**src/hdl/pmqs_pkg.sv**
```systemverilog
// Package for the priority message queue scheduler.
// Holds payload structs, op/status codes, slot count and FSM state type; no dependencies.
package pmqs_pkg;

    // message slots; matches the 5-bit handle fields
    localparam int MESSAGE_SLOTS = 32;

    typedef enum logic [1:0] {
        OP_POST     = 2'd0,
        OP_DISPATCH = 2'd1,
        OP_REMOVE   = 2'd2
    } t_op;

    localparam logic [1:0] ST_OK      = 2'd0;
    localparam logic [1:0] ST_BAD_ID  = 2'd1;
    localparam logic [1:0] ST_NONE    = 2'd2;

    localparam logic CFG_TASK_COUNT = 1'b0;
    localparam logic CFG_PRIO_MAP   = 1'b1;

    typedef struct packed {
        logic [1:0] op;
        logic [2:0] task_id;
        logic [7:0] sig;
        logic [4:0] msg_handle;
        logic [3:0] current_level;
    } t_in_item;

    typedef struct packed {
        logic [1:0] status;
        logic [4:0] out_handle;
        logic [2:0] out_task;
        logic [7:0] out_sig;
        logic [3:0] out_priority;
        logic [5:0] removed_count;
        logic       last;
    } t_out_item;

    typedef enum logic [2:0] {
        S_IDLE,
        S_READ,
        S_WALK,
        S_EMIT,
        S_FINAL
    } t_state;

endpackage

```
**src/hdl/priority_message_queue_scheduler.sv**
```systemverilog
// Priority message queue scheduler: per-level linked FIFOs of message slots.
// A rejected item (bad task id, nothing ready, empty remove) loads its result at
// the accepting edge; a post to an empty level loads it in S_FINAL after
// S_READ, a post to a non-empty level or a dispatch after S_READ and S_WALK
// (slot RAM read, then write-back). The input stalls while a result waits, so
// the next item is taken the cycle after the result transfer. A remove walks
// the queue through S_READ and S_WALK per slot (RAM read latency), with an
// S_EMIT result per removed slot and an S_FINAL result with the count. Queue
// heads, tails and the ready bitmap sit in flip-flops (8 entries); slot links
// sit in one RAM, tasks and signals in another. Depends on pmqs_pkg and pmqs_ram.
module priority_message_queue_scheduler #(
    parameter int PRIORITY_LEVELS = 8,
    parameter int TASK_LIMIT      = 8
) (
    input  logic                 i_clk,
    input  logic                 i_rst_n,
    input  logic                 i_valid,
    output logic                 o_stall,
    input  pmqs_pkg::t_in_item   i_item,
    output logic                 o_valid,
    input  logic                 i_stall,
    output pmqs_pkg::t_out_item  o_item,
    input  logic                 i_cfg_valid,
    output logic                 o_cfg_ready,
    input  logic                 i_cfg_index,
    input  logic [23:0]          i_cfg_data
);
    import pmqs_pkg::*;

    localparam int SW = $clog2(MESSAGE_SLOTS);
    localparam int LW = (PRIORITY_LEVELS > 1) ? $clog2(PRIORITY_LEVELS) : 1;
    localparam int DW = 3 + 8;

    // configuration registers; always writable
    logic [3:0]  r_task_count;
    logic [23:0] r_prio_map;
    assign o_cfg_ready = 1'b1;

    always_ff @(posedge i_clk) begin
        if (!i_rst_n) begin
            r_task_count <= '0;
            r_prio_map   <= '0;
        end else if (i_cfg_valid && o_cfg_ready) begin
            unique case (i_cfg_index)
                CFG_TASK_COUNT: r_task_count <= i_cfg_data[3:0];
                CFG_PRIO_MAP:   r_prio_map   <= i_cfg_data;
                default: ;
            endcase
        end
    end

    // queue state
    logic [PRIORITY_LEVELS-1:0] r_ready, n_ready;
    logic [SW-1:0] r_head [PRIORITY_LEVELS];
    logic [SW-1:0] r_tail [PRIORITY_LEVELS];
    logic          head_we, tail_we;
    logic [SW-1:0] head_wd, tail_wd;

    // item registers
    t_state        r_state, n_state;
    t_in_item      r_in;
    logic [LW-1:0] r_lv, n_lv;
    logic [SW-1:0] r_cur, n_cur, r_prev, n_prev, r_hd, n_hd;
    logic          r_have_prev, n_have_prev;
    logic [6:0]    r_steps, n_steps;
    logic [5:0]    r_removed, n_removed;
    logic          r_ovalid, n_ovalid;
    t_out_item     r_out, n_out;

    // slot RAMs: links in one, {task, signal} in the other, shared read address
    logic          next_we, data_we;
    logic [SW-1:0] next_waddr, data_waddr, ram_raddr;
    logic [SW-1:0] next_wdata;
    logic [DW-1:0] data_wdata, data_rdata;
    logic [SW-1:0] rd_next;
    logic [2:0]    rd_task;
    logic [7:0]    rd_sig;

    pmqs_ram #(.WIDTH(SW), .DEPTH(MESSAGE_SLOTS)) u_next_ram (
        .i_clk   (i_clk),
        .i_we    (next_we),
        .i_waddr (next_waddr),
        .i_wdata (next_wdata),
        .i_raddr (ram_raddr),
        .o_rdata (rd_next)
    );

    pmqs_ram #(.WIDTH(DW), .DEPTH(MESSAGE_SLOTS)) u_data_ram (
        .i_clk   (i_clk),
        .i_we    (data_we),
        .i_waddr (data_waddr),
        .i_wdata (data_wdata),
        .i_raddr (ram_raddr),
        .o_rdata (data_rdata)
    );
    assign {rd_task, rd_sig} = data_rdata;

    // decode of the incoming item
    logic          out_free, acc;
    logic          in_valid_id;
    logic [2:0]    map_lv;
    logic [LW-1:0] in_lv;
    logic [SW-1:0] in_hd;
    logic [3:0]    top;
    logic [LW-1:0] top_lv;

    assign out_free = !r_ovalid || !i_stall;
    assign o_stall  = (r_state != S_IDLE) || r_ovalid;
    assign acc      = i_valid && !o_stall;
    assign in_valid_id = ({1'b0, i_item.task_id} < r_task_count)
                      && (32'(i_item.task_id) < TASK_LIMIT);
    assign map_lv = r_prio_map[3 * i_item.task_id +: 3];
    assign in_lv  = (32'(map_lv) >= PRIORITY_LEVELS) ? LW'(PRIORITY_LEVELS - 1) : LW'(map_lv);
    assign in_hd  = SW'(i_item.msg_handle % MESSAGE_SLOTS);

    always_comb begin
        top = '0;
        for (int i = 0; i < PRIORITY_LEVELS; i++) begin
            if (r_ready[i]) top = 4'(i + 1);
        end
        top_lv = LW'(top - 4'd1);
    end

    // walk helpers
    logic is_last, match;
    assign is_last = (r_cur == r_tail[r_lv]);
    assign match   = (rd_task == r_in.task_id) && (rd_sig == r_in.sig);

    always_comb begin
        n_state = r_state; n_lv = r_lv; n_cur = r_cur; n_prev = r_prev;
        n_hd = r_hd; n_have_prev = r_have_prev; n_steps = r_steps;
        n_removed = r_removed; n_ready = r_ready;
        n_ovalid = r_ovalid && i_stall; n_out = r_out;
        next_we = 1'b0; next_waddr = '0; next_wdata = '0;
        data_we = 1'b0; data_waddr = '0; data_wdata = '0;
        ram_raddr = r_cur;
        head_we = 1'b0; head_wd = '0; tail_we = 1'b0; tail_wd = '0;
        unique case (r_state)
            S_IDLE: begin
                if (acc) begin
                    n_hd = in_hd; n_lv = in_lv;
                    n_out = '0; n_out.last = 1'b1;
                    case (i_item.op)
                        OP_POST: begin
                            if (!in_valid_id) begin
                                n_out.status = ST_BAD_ID; n_ovalid = 1'b1;
                            end else begin
                                // write slot task/signal; its link stays as it is
                                data_we = 1'b1; data_waddr = in_hd;
                                data_wdata = {i_item.task_id, i_item.sig};
                                n_cur = r_tail[in_lv];
                                n_state = S_READ;
                            end
                        end
                        OP_DISPATCH: begin
                            if (top == 4'd0 || top <= i_item.current_level) begin
                                n_out.status = ST_NONE; n_ovalid = 1'b1;
                            end else begin
                                n_lv = top_lv; n_cur = r_head[top_lv];
                                n_state = S_READ;
                            end
                        end
                        OP_REMOVE: begin
                            if (!in_valid_id) begin
                                n_out.status = ST_BAD_ID; n_ovalid = 1'b1;
                            end else if (!r_ready[in_lv]) begin
                                n_out.status = ST_NONE; n_ovalid = 1'b1;
                            end else begin
                                n_cur = r_head[in_lv]; n_have_prev = 1'b0;
                                n_steps = '0; n_removed = '0;
                                n_state = S_READ;
                            end
                        end
                        default: ;
                    endcase
                end
            end
            S_READ: begin
                // address r_cur presented; data valid next cycle
                ram_raddr = r_cur;
                n_state = (r_in.op == OP_POST) ? S_EMIT : S_WALK;
                if (r_in.op == OP_POST) begin
                    if (r_ready[r_lv]) begin
                        // link behind the old tail
                        n_state = S_WALK;
                    end else begin
                        head_we = 1'b1; head_wd = r_hd;
                        tail_we = 1'b1; tail_wd = r_hd;
                        n_ready[r_lv] = 1'b1;
                        n_out.out_handle = 5'(r_hd); n_out.out_task = r_in.task_id;
                        n_out.out_sig = r_in.sig; n_out.out_priority = 4'(r_lv) + 4'd1;
                        n_state = S_FINAL;
                    end
                end
            end
            S_WALK: begin
                if (r_in.op == OP_POST) begin
                    next_we = 1'b1; next_waddr = r_cur; next_wdata = r_hd;
                    tail_we = 1'b1; tail_wd = r_hd;
                    n_out.out_handle = 5'(r_hd); n_out.out_task = r_in.task_id;
                    n_out.out_sig = r_in.sig; n_out.out_priority = 4'(r_lv) + 4'd1;
                    n_state = S_FINAL;
                end else if (r_in.op == OP_DISPATCH) begin
                    if (is_last) n_ready[r_lv] = 1'b0;
                    else begin head_we = 1'b1; head_wd = rd_next; end
                    n_out.out_handle = 5'(r_cur); n_out.out_task = rd_task;
                    n_out.out_sig = rd_sig; n_out.out_priority = 4'(r_lv) + 4'd1;
                    n_state = S_FINAL;
                end else begin
                    n_steps = r_steps + 7'd1;
                    n_cur = rd_next;
                    if (match) begin
                        if (!r_have_prev) begin head_we = 1'b1; head_wd = rd_next; end
                        else begin
                            // relink prev past the removed slot
                            next_we = 1'b1; next_waddr = r_prev; next_wdata = rd_next;
                        end
                        if (is_last) begin
                            if (r_have_prev) begin tail_we = 1'b1; tail_wd = r_prev; end
                            else n_ready[r_lv] = 1'b0;
                        end
                        n_removed = r_removed + 6'd1;
                        n_hd = r_cur;
                        n_state = S_EMIT;
                    end else begin
                        n_prev = r_cur; n_have_prev = 1'b1;
                        n_state = (is_last || 32'(r_steps) + 1 >= MESSAGE_SLOTS)
                                ? S_FINAL : S_READ;
                    end
                    if (is_last) n_steps = 7'(MESSAGE_SLOTS);
                end
            end
            S_EMIT: begin
                // one result per removed slot, once the result register is free
                if (out_free) begin
                    n_out = '0; n_out.out_handle = 5'(r_hd);
                    n_out.removed_count = r_removed;
                    n_ovalid = 1'b1;
                    n_state = (32'(r_steps) >= MESSAGE_SLOTS || r_removed >= 6'd32)
                            ? S_FINAL : S_READ;
                end
            end
            S_FINAL: begin
                if (out_free) begin
                    if (r_in.op == OP_REMOVE) begin
                        n_out = '0; n_out.last = 1'b1;
                        n_out.removed_count = r_removed;
                        n_out.status = (r_removed != '0) ? ST_OK : ST_NONE;
                    end else begin
                        n_out.last = 1'b1; n_out.status = ST_OK;
                    end
                    n_ovalid = 1'b1;
                    n_state = S_IDLE;
                end
            end
            default: n_state = S_IDLE;
        endcase
    end

    // state, ready bitmap and result valid
    always_ff @(posedge i_clk) begin
        if (!i_rst_n) begin
            r_state  <= S_IDLE;
            r_ready  <= '0;
            r_ovalid <= 1'b0;
        end else begin
            r_state  <= n_state;
            r_ready  <= n_ready;
            r_ovalid <= n_ovalid;
        end
    end

    always_ff @(posedge i_clk) begin
        if (acc) r_in <= i_item;
        r_lv <= n_lv; r_cur <= n_cur; r_prev <= n_prev; r_hd <= n_hd;
        r_have_prev <= n_have_prev; r_steps <= n_steps;
        r_removed <= n_removed; r_out <= n_out;
        if (head_we) r_head[r_lv] <= head_wd;
        if (tail_we) r_tail[r_lv] <= tail_wd;
    end

    assign o_valid = r_ovalid;
    assign o_item  = r_out;

    // the input is stalled whenever the FSM is not idle
    a_no_accept_busy: assert property (@(posedge i_clk) disable iff (!i_rst_n)
        (r_state != S_IDLE) |-> o_stall) else $error("accept while busy");
    a_out_hold: assert property (@(posedge i_clk) disable iff (!i_rst_n)
        (o_valid && i_stall) |=> o_valid) else $error("result dropped");
    a_out_stable: assert property (@(posedge i_clk) disable iff (!i_rst_n)
        (o_valid && i_stall) |=> $stable(o_item)) else $error("stalled result changed");
    a_emit_count: assert property (@(posedge i_clk) disable iff (!i_rst_n)
        (r_state == S_EMIT) |-> (r_removed != '0)) else $error("emit with zero count");
endmodule

```
**src/hdl/pmqs_ram.sv**
```systemverilog
// Generic single-port-write, single-port-read synchronous RAM.
// Registered read data; no dependencies.
module pmqs_ram #(
    parameter int WIDTH = 8,
    parameter int DEPTH = 32
) (
    input  logic                     i_clk,
    input  logic                     i_we,
    input  logic [$clog2(DEPTH)-1:0] i_waddr,
    input  logic [WIDTH-1:0]         i_wdata,
    input  logic [$clog2(DEPTH)-1:0] i_raddr,
    output logic [WIDTH-1:0]         o_rdata
);
    logic [WIDTH-1:0] r_mem [DEPTH];
    logic [WIDTH-1:0] r_rdata;

    always_ff @(posedge i_clk) begin
        if (i_we) begin
            r_mem[i_waddr] <= i_wdata;
        end
        r_rdata <= r_mem[i_raddr];
    end

    assign o_rdata = r_rdata;
endmodule
```
**config.mk**
```make
export PLATFORM = sky130hd
export DESIGN_NAME = priority_message_queue_scheduler
export DESIGN_NICKNAME = d
export VERILOG_FILES = /design/src/hdl/pmqs_pkg.sv /design/src/hdl/priority_message_queue_scheduler.sv /design/src/hdl/pmqs_ram.sv
export SDC_FILE = /design/constraint.sdc
export NUM_CORES = 1
export LEC_CHECK = 0
export BUFFER_PORTS_ARGS = -buffer_cell sky130_fd_sc_hd__buf_2
export CORE_ASPECT_RATIO = 1.1
export CORE_UTILIZATION = 55
export CTS_BUF_LIST = sky130_fd_sc_hd__clkbuf_16
export CTS_CLUSTER_DIAMETER = 50
export DETAILED_ROUTE_END_ITERATION = 10
export GPL_TIMING_DRIVEN = 0
export MAX_ROUTING_LAYER = met4
export PLACE_DENSITY_LB_ADDON = 0.1
export SLEW_MARGIN = 0
export SYNTH_ARGS = -nofsm -noshare
export SYNTH_HDL_FRONTEND = slang
export SYNTH_SLANG_ARGS = --single-unit
```
**constraint.sdc**
```tcl
create_clock -name i_clk -period 9 [get_ports i_clk]
set_clock_uncertainty 0.05 [all_clocks]
set_input_delay 1.8 -clock i_clk [delete_from_list [all_inputs] [get_ports i_clk]]
set_output_delay 1.8 -clock i_clk [all_outputs]
set_load 0.005 [all_outputs]
```
Word level (Yosys, flattened, before mapping)
Memory sizes are Yosys's and may differ from the RTL's. A register that Yosys moved wholly into a read port is not among the register bits. Index checks and enable logic that the tools add are counted. W data, S select, Z words.

Bits in registers: 114. Memory bits (writable): 592. Bits of input ports: 52. Logic and storage cells: 286. Memories: 4.

Add/subtract/negate cells: 5. $mul: 1. Order comparisons: 8. Eq/ne operators: 34. Shifts and indexed selects: 1. Multiplexer cells: 167. Bitwise logic cells: 7. Reductions and logical operators: 37.

Memories: u_data_ram.r_mem (words 32, bits a word 11, rd ports 1, clocked after Yosys merged registers in 1, wr ports 1, line pmqs_ram.sv:14) `logic [WIDTH-1:0] r_mem [DEPTH];`; u_next_ram.r_mem (words 32, bits a word 5, rd ports 1, clocked after Yosys merged registers in 1, wr ports 1, line pmqs_ram.sv:14); r_head (words 8, bits a word 5, rd ports 2, clocked after Yosys merged registers in 0, wr ports 1, line priority_message_queue_scheduler.sv:54) `logic [SW-1:0] r_head [PRIORITY_LEVELS];`; r_tail (words 8, bits a word 5, rd ports 2, clocked after Yosys merged registers in 1, wr ports 1, line priority_message_queue_scheduler.sv:55) `logic [SW-1:0] r_tail [PRIORITY_LEVELS];`.

Operators by type and width (count): $mux W5 (36); $pmux W20 S5 (1); $mux W29 (3); $mux W20 (4); $mux W8 (8); $mux W3 (17); $mux W7 (7); $mux W1 (46); $mux W11 (4); $mux W6 (7); $pmux W5 S2 (4); $reduce_and A8 Y1 (5); $mux W4 (7); $ne A3 B3 Y1 const B (9); $mux W26 (1); $ne A2 B2 Y1 const B (12); $shiftx A24 B6 Y3 (1); $pmux W7 S3 (1); $pmux W8 S2 (1); $pmux W3 S5 (1); $pmux W5 S3 (1); $pmux W7 S2 (1); $pmux W2 S3 (2); $pmux W6 S2 (1); other kinds (49) (80).

Longest topological paths before layout
Word-level depth: 14. Mapped depth: 13.

Hierarchy
From an unflattened synthesis, not the netlist that was laid out.

Cell total of the unflattened synthesis: 1944. Area total of the unflattened synthesis: 30734.5 µm².

By module, submodules not included: pmqs_ram at u_data_ram (instances 1, cells an instance 801, area each 14192.4 µm², sequential area each 10790.3 µm²); priority_message_queue_scheduler (instances 1, cells an instance 866, area each 10197.3 µm², sequential area each 5485.3 µm²); pmqs_ram at u_next_ram (instances 1, cells an instance 277, area each 6344.8 µm², sequential area each 4904.7 µm²).

Worst setup path before layout
Ideal clock, no wire load.

Kind: input -> register. Start point: input port i_valid. End point: register r_out, in the netlist o_item[10] (enable). Library setup time: 507 ps. Arrival time: 5297 ps. Required time: 8443 ps. Setup slack: 3146 ps. Cell stages on the path: 4. Path buffers: 0. Cells stage by stage: inv_1 > a21oi_1 > nor2_1 > a2111oi_0.

Longest elaborated chain between the ends: 3.

RTL lines: start, declared (line priority_message_queue_scheduler.sv:17) `input logic i_valid,`; $logic_and A1 B1 Y1 (line priority_message_queue_scheduler.sv:109) `assign acc = i_valid && !o_stall;`; $ne A2 B2 Y1 (no source line); $reduce_and A8 Y1 (no source line); end signal, assigned (line priority_message_queue_scheduler.sv:277) `r_removed <= n_removed; r_out <= n_out;`; end, declared (line priority_message_queue_scheduler.sv:68) `t_out_item r_out, n_out;`.

Every way passes these cells. A chain may end at the register's enable or synchronous reset.

Worst setup path after layout
Start point: input port i_item[18] (netlist name). End point: memory u_data_ram.r_mem[4][1] (netlist name), data pin.

Longest elaborated chain between the ends: 5.

RTL lines: start, declared (line priority_message_queue_scheduler.sv:19) `input pmqs_pkg::t_in_item i_item,`; $lt A3 B4 Y1 (line priority_message_queue_scheduler.sv:110) `assign in_valid_id = ({1'b0, i_item.task_id} < r_task_count)`; $mux W11 (line priority_message_queue_scheduler.sv:145) `if (!in_valid_id) begin`; $mux W11 (line priority_message_queue_scheduler.sv:143) `case (i_item.op)`; $mux W11 (line priority_message_queue_scheduler.sv:140) `if (acc) begin`; $mux W11 (line priority_message_queue_scheduler.sv:138) `unique case (r_state)`; net data_wdata[1] (line priority_message_queue_scheduler.sv:74) `logic [DW-1:0] data_wdata, data_rdata;`; end, declared (line pmqs_ram.sv:14).

The timed path passes the listed nets, and every way through them passes these cells.

==> run_results.csv <==
group,metric,value,unit
status,outcome,"complete, no violations",
setup_path,end_kind,"flop",
pwr,clkPwrFrac,38.4,%
sta,slew_headroom,6.71,%
drt,ant_nets,0,
setup_path,worstSetupStartpoint,"i_item[18]",
grt,grt.total_usage,27.9,%
sta,slew_violations,0,
drt,wl_per_cell,26.9,um
logic_synthesis,ys_seq_area_share,70.0,%
grt,grt_overflow,0,
drt,drtIter0Drc,1751,
logic_synthesis,synth_cell_types,74,
clock_tree,path_clk_slew,0.06,ns
logic_synthesis,synth-adder-area-share,0.662,%
clock_tree,clockRootBuffer,"clkbuf_16",
sta,setup_slack,4.40,ns
flow_run,maxCapViolCount,0,
worst_hold_path,hold_start,"r_prio_map[6]",
clock_tree,cts.sinks,725,
logic_synthesis,syn_inst,1750,
logic_synthesis,ys_warn_count,0,
floorplan,start_util,56.0,%
pwr,combPwrFrac,11.1,%
drt,route.detailed.drc,0,
clock_tree,cts_buffers,75,
floorplan,die_h,248,um
grt,grt_pass1_vias,16735,
sta,finalHoldViolCount,0,
pwr,power_density,223,nW/um^2
floorplan,die_w,226,um
grt,antenna_found_initial,1,
pwr,p_int,5780,uW
setup_path,cp_max_fo,32,
drt,wl,73.1,mm
logic_synthesis,syn_nets,1818,
logic_synthesis,ys_seq_elements,725,
cells_and_area,final_nets,1994,
logic_synthesis,synth_area_per_cell,17.3,um^2
pwr,power_leakage,0.0117,uW
logic_synthesis,synth-compound-area-share,3.97,%
grt,grt_pass1_wl,108,mm
floorplan,io_pins,84,
setup_path,arrival,4.75,ns
sta,rsz0062_at_grt,"no",
sta,whs,0.403,ns
pwr,power.total,7630,uW
sta,period_share,51.1,%
sta,setup-violations-final,0,
logic_synthesis,synth.cell_area,30300,um^2
drt,viasPerCell,6.16,
pwr,ir_drop,0.000158,V
logic_synthesis,synthSimpleGateAreaFrac,5.98,%
clock_tree,cts_tree,"yes",
clock_tree,cts_resized,0,
logic_synthesis,synth_mux_area_share,16.9,%
pwr,seqPwrFrac,50.5,%
floorplan,coreArea,54000,um^2
setup_path,worst-setup-path-type,"primary input to flop",
grt,grt_max_degree,33,
clock_tree,holdBufCountCts,0,
place,gp_congestion,0.904,
sta,tightest_slew,1.40,ns
clock_tree,insertion_delay,0.61,ns
cells_and_area,syn_to_final_growth,13.0,%
clock_tree,htree_levels,3,
sta,clock.fmax,218,MHz
logic_synthesis,synthXorXnorAreaFrac,0.777,%
floorplan,rows,89,
logic_synthesis,synth-main-ff-cell,"edfxtp_1",
cells_and_area,fillers,3854,
place,port_buffers,79,
clock_tree,clk_path_buf_depth,3,
logic_synthesis,async_reset_ff_share,0,%
place,dp_hpwl,50.9,mm
setup_path,start_kind,"primary input",
sta,tns,0,ns
sta,min_period,4.60,ns
drt,drt-pass1-iter-count,6,
worst_hold_path,holdCritPathClass,"flop to flop",
logic_synthesis,synth_top_family_by_area,"multiplexers",
pwr,switchingPower,1850,uW
logic_synthesis,synth_edf_count,666,
place,place_ws,3.78,ns
clock_tree,cts_setup_buffers,0,
floorplan,fp.dieArea,56000,um^2
cells_and_area,drive_above_1_share,23.9,%
setup_path,cp.required,9.15,ns
drt,vias,16732,
pwr,swShare,24.2,%
## final timing paths
kind                                 end  slack (ns)  cells past startpoint
hold reg to reg            r_prio_map[6]        0.40                      2
setup / recovery  u_data_ram.r_mem[4][1]        4.40                      8
setup reg to reg                r_cur[0]        4.76                      9
hold / removal             r_prio_map[6]        0.40                      2
## worst max-delay path, cell delays in order
cell	delay [ns]
buf_2	0.24
ha_1	0.28
a21o_1	0.15
a21oi_1	0.24
or2_2	0.22
and3_1	0.32
clkbuf_1	0.34
and2_1	1.12
## power groups by stage
| stage | clock network, uW | registers [uW] | logic [uW] |
|---|---|---|---|
| 4_1_cts | 2970 | 3850 | 852 |
| 3_5_place_dp | 0 | 3920 | 847 |
| 6_report | 2930 | 3850 | 848 |
| 3_3_place_gp | 0 | 3920 | 825 |
| 5_1_grt | 3100 | 3860 | 909 |
| 2_1_floorplan | 0 | 3910 | 527 |
## cells by family (layout without fill, tap and decap cells)
family,count (synthesis),count (layout)
AOI/OAI and AO/OA,174,174
xor gates and xnor gates,26,26
adders and majority gates,16,16
buffers and inverters,121,357
DFF,725,725
muxes,284,284
other,1,3
and+or+nand+nor,403,403
## area by class of cell
| type | instances | area (um^2) | share of cell area (%) |
|---|---|---|---|
| Buffer | 92 | 414 | 1.21 |
| Clock inverter | 60 | 400 | 1.17 |
| Antenna cell | 2 | 5.00 | 0.0146 |
| Sequential cell | 725 | 21200 | 61.9 |
| Timing Repair Buffer | 99 | 617 | 1.80 |
| Inverter | 29 | 109 | 0.318 |
| Tap cell | 728 | 911 | 2.66 |
| Clock buffer | 77 | 1930 | 5.63 |
| Multi-Input combinational cell | 904 | 8640 | 25.3 |
## Yosys cell counts (12+ instances only)
| cell type | n | area (um^2) |
|---|---|---|
| xnor2_1 | 12 | 105 |
| mux2i_1 | 75 | 751 |
| buf_2 | 19 | 95.1 |
| nor3_1 | 25 | 125 |
| and2_1 | 26 | 163 |
| dfxtp_1 | 59 | 1180 |
| a21oi_1 | 49 | 245 |
| a22o_1 | 23 | 201 |
| edfxtp_1 | 666 | 20000 |
| mux4_2 | 174 | 3920 |
| inv_1 | 26 | 97.6 |
| a22oi_1 | 22 | 165 |
| nand2_1 | 125 | 469 |
| xor2_1 | 13 | 114 |
| mux2_2 | 29 | 327 |
| o21ai_0 | 24 | 120 |
| nand2b_1 | 14 | 87.6 |
| clkbuf_1 | 60 | 225 |
| nor2_1 | 143 | 537 |
| ha_1 | 16 | 200 |
| nand3_1 | 28 | 140 |
## layout by cell type, fill, tap and decap left out, types with 6 or more instances in the layout
cell        count
a21oi_1        49
a22o_1         23
a22oi_1        22
a31oi_1         8
and2_1         26
buf_2          98
buf_4          12
buf_6          12
clkbuf_1       60
clkbuf_16      77
clkinv_1       19
clkinv_2        9
clkinvlp_4      6
dfxtp_1        59
edfxtp_1      666
ha_1           16
inv_1          40
mux2_2         29
mux2i_1        75
mux4_2        174
nand2_1       125
nand2b_1       14
nand3_1        28
nand4_1         6
nor2_1        138
nor2_2          6
nor2b_1         6
nor3_1         13
nor3_2         12
o21ai_0        24
o22ai_1         6
xnor2_1        12
xor2_1         13
## sequential cells by signal, indices dropped and copies added, names as in the netlist, 6 cells and up, named ones only
name,cells
o_item,29
r_head,40
r_in,13
r_prio_map,24
r_removed,6
r_steps,7
r_tail,40
u_data_ram.o_rdata,11
u_data_ram.r_mem,352
u_next_ram.r_mem,160
## layer usage
layer | global-route usage [%] | vias up | wire [um]
met4 | 7.16 | 0 | 1380
met5 | - | - | 0
met2 | 46.0 | 688 | 37000
met3 | 4.40 | 95 | 4950
li1 | - | 7294 | -
met1 | 36.5 | 8655 | 29800
## per-stage QoR
| step | instances | util (%) | cell area (um^2) |
|---|---|---|---|
| after floorplan | 1750 | - | 30300 |
| after CTS | 2714 | 63.3 | 34200 |
| after global placement | 2557 | 58.4 | 31600 |
| after detailed placement | 2577 | 59.0 | 31900 |
| after global routing | 2715 | 63.3 | 34200 |
| final | 2716 | 63.3 | 34200 |
No activity file was read; power rests on OpenSTA's default activity.
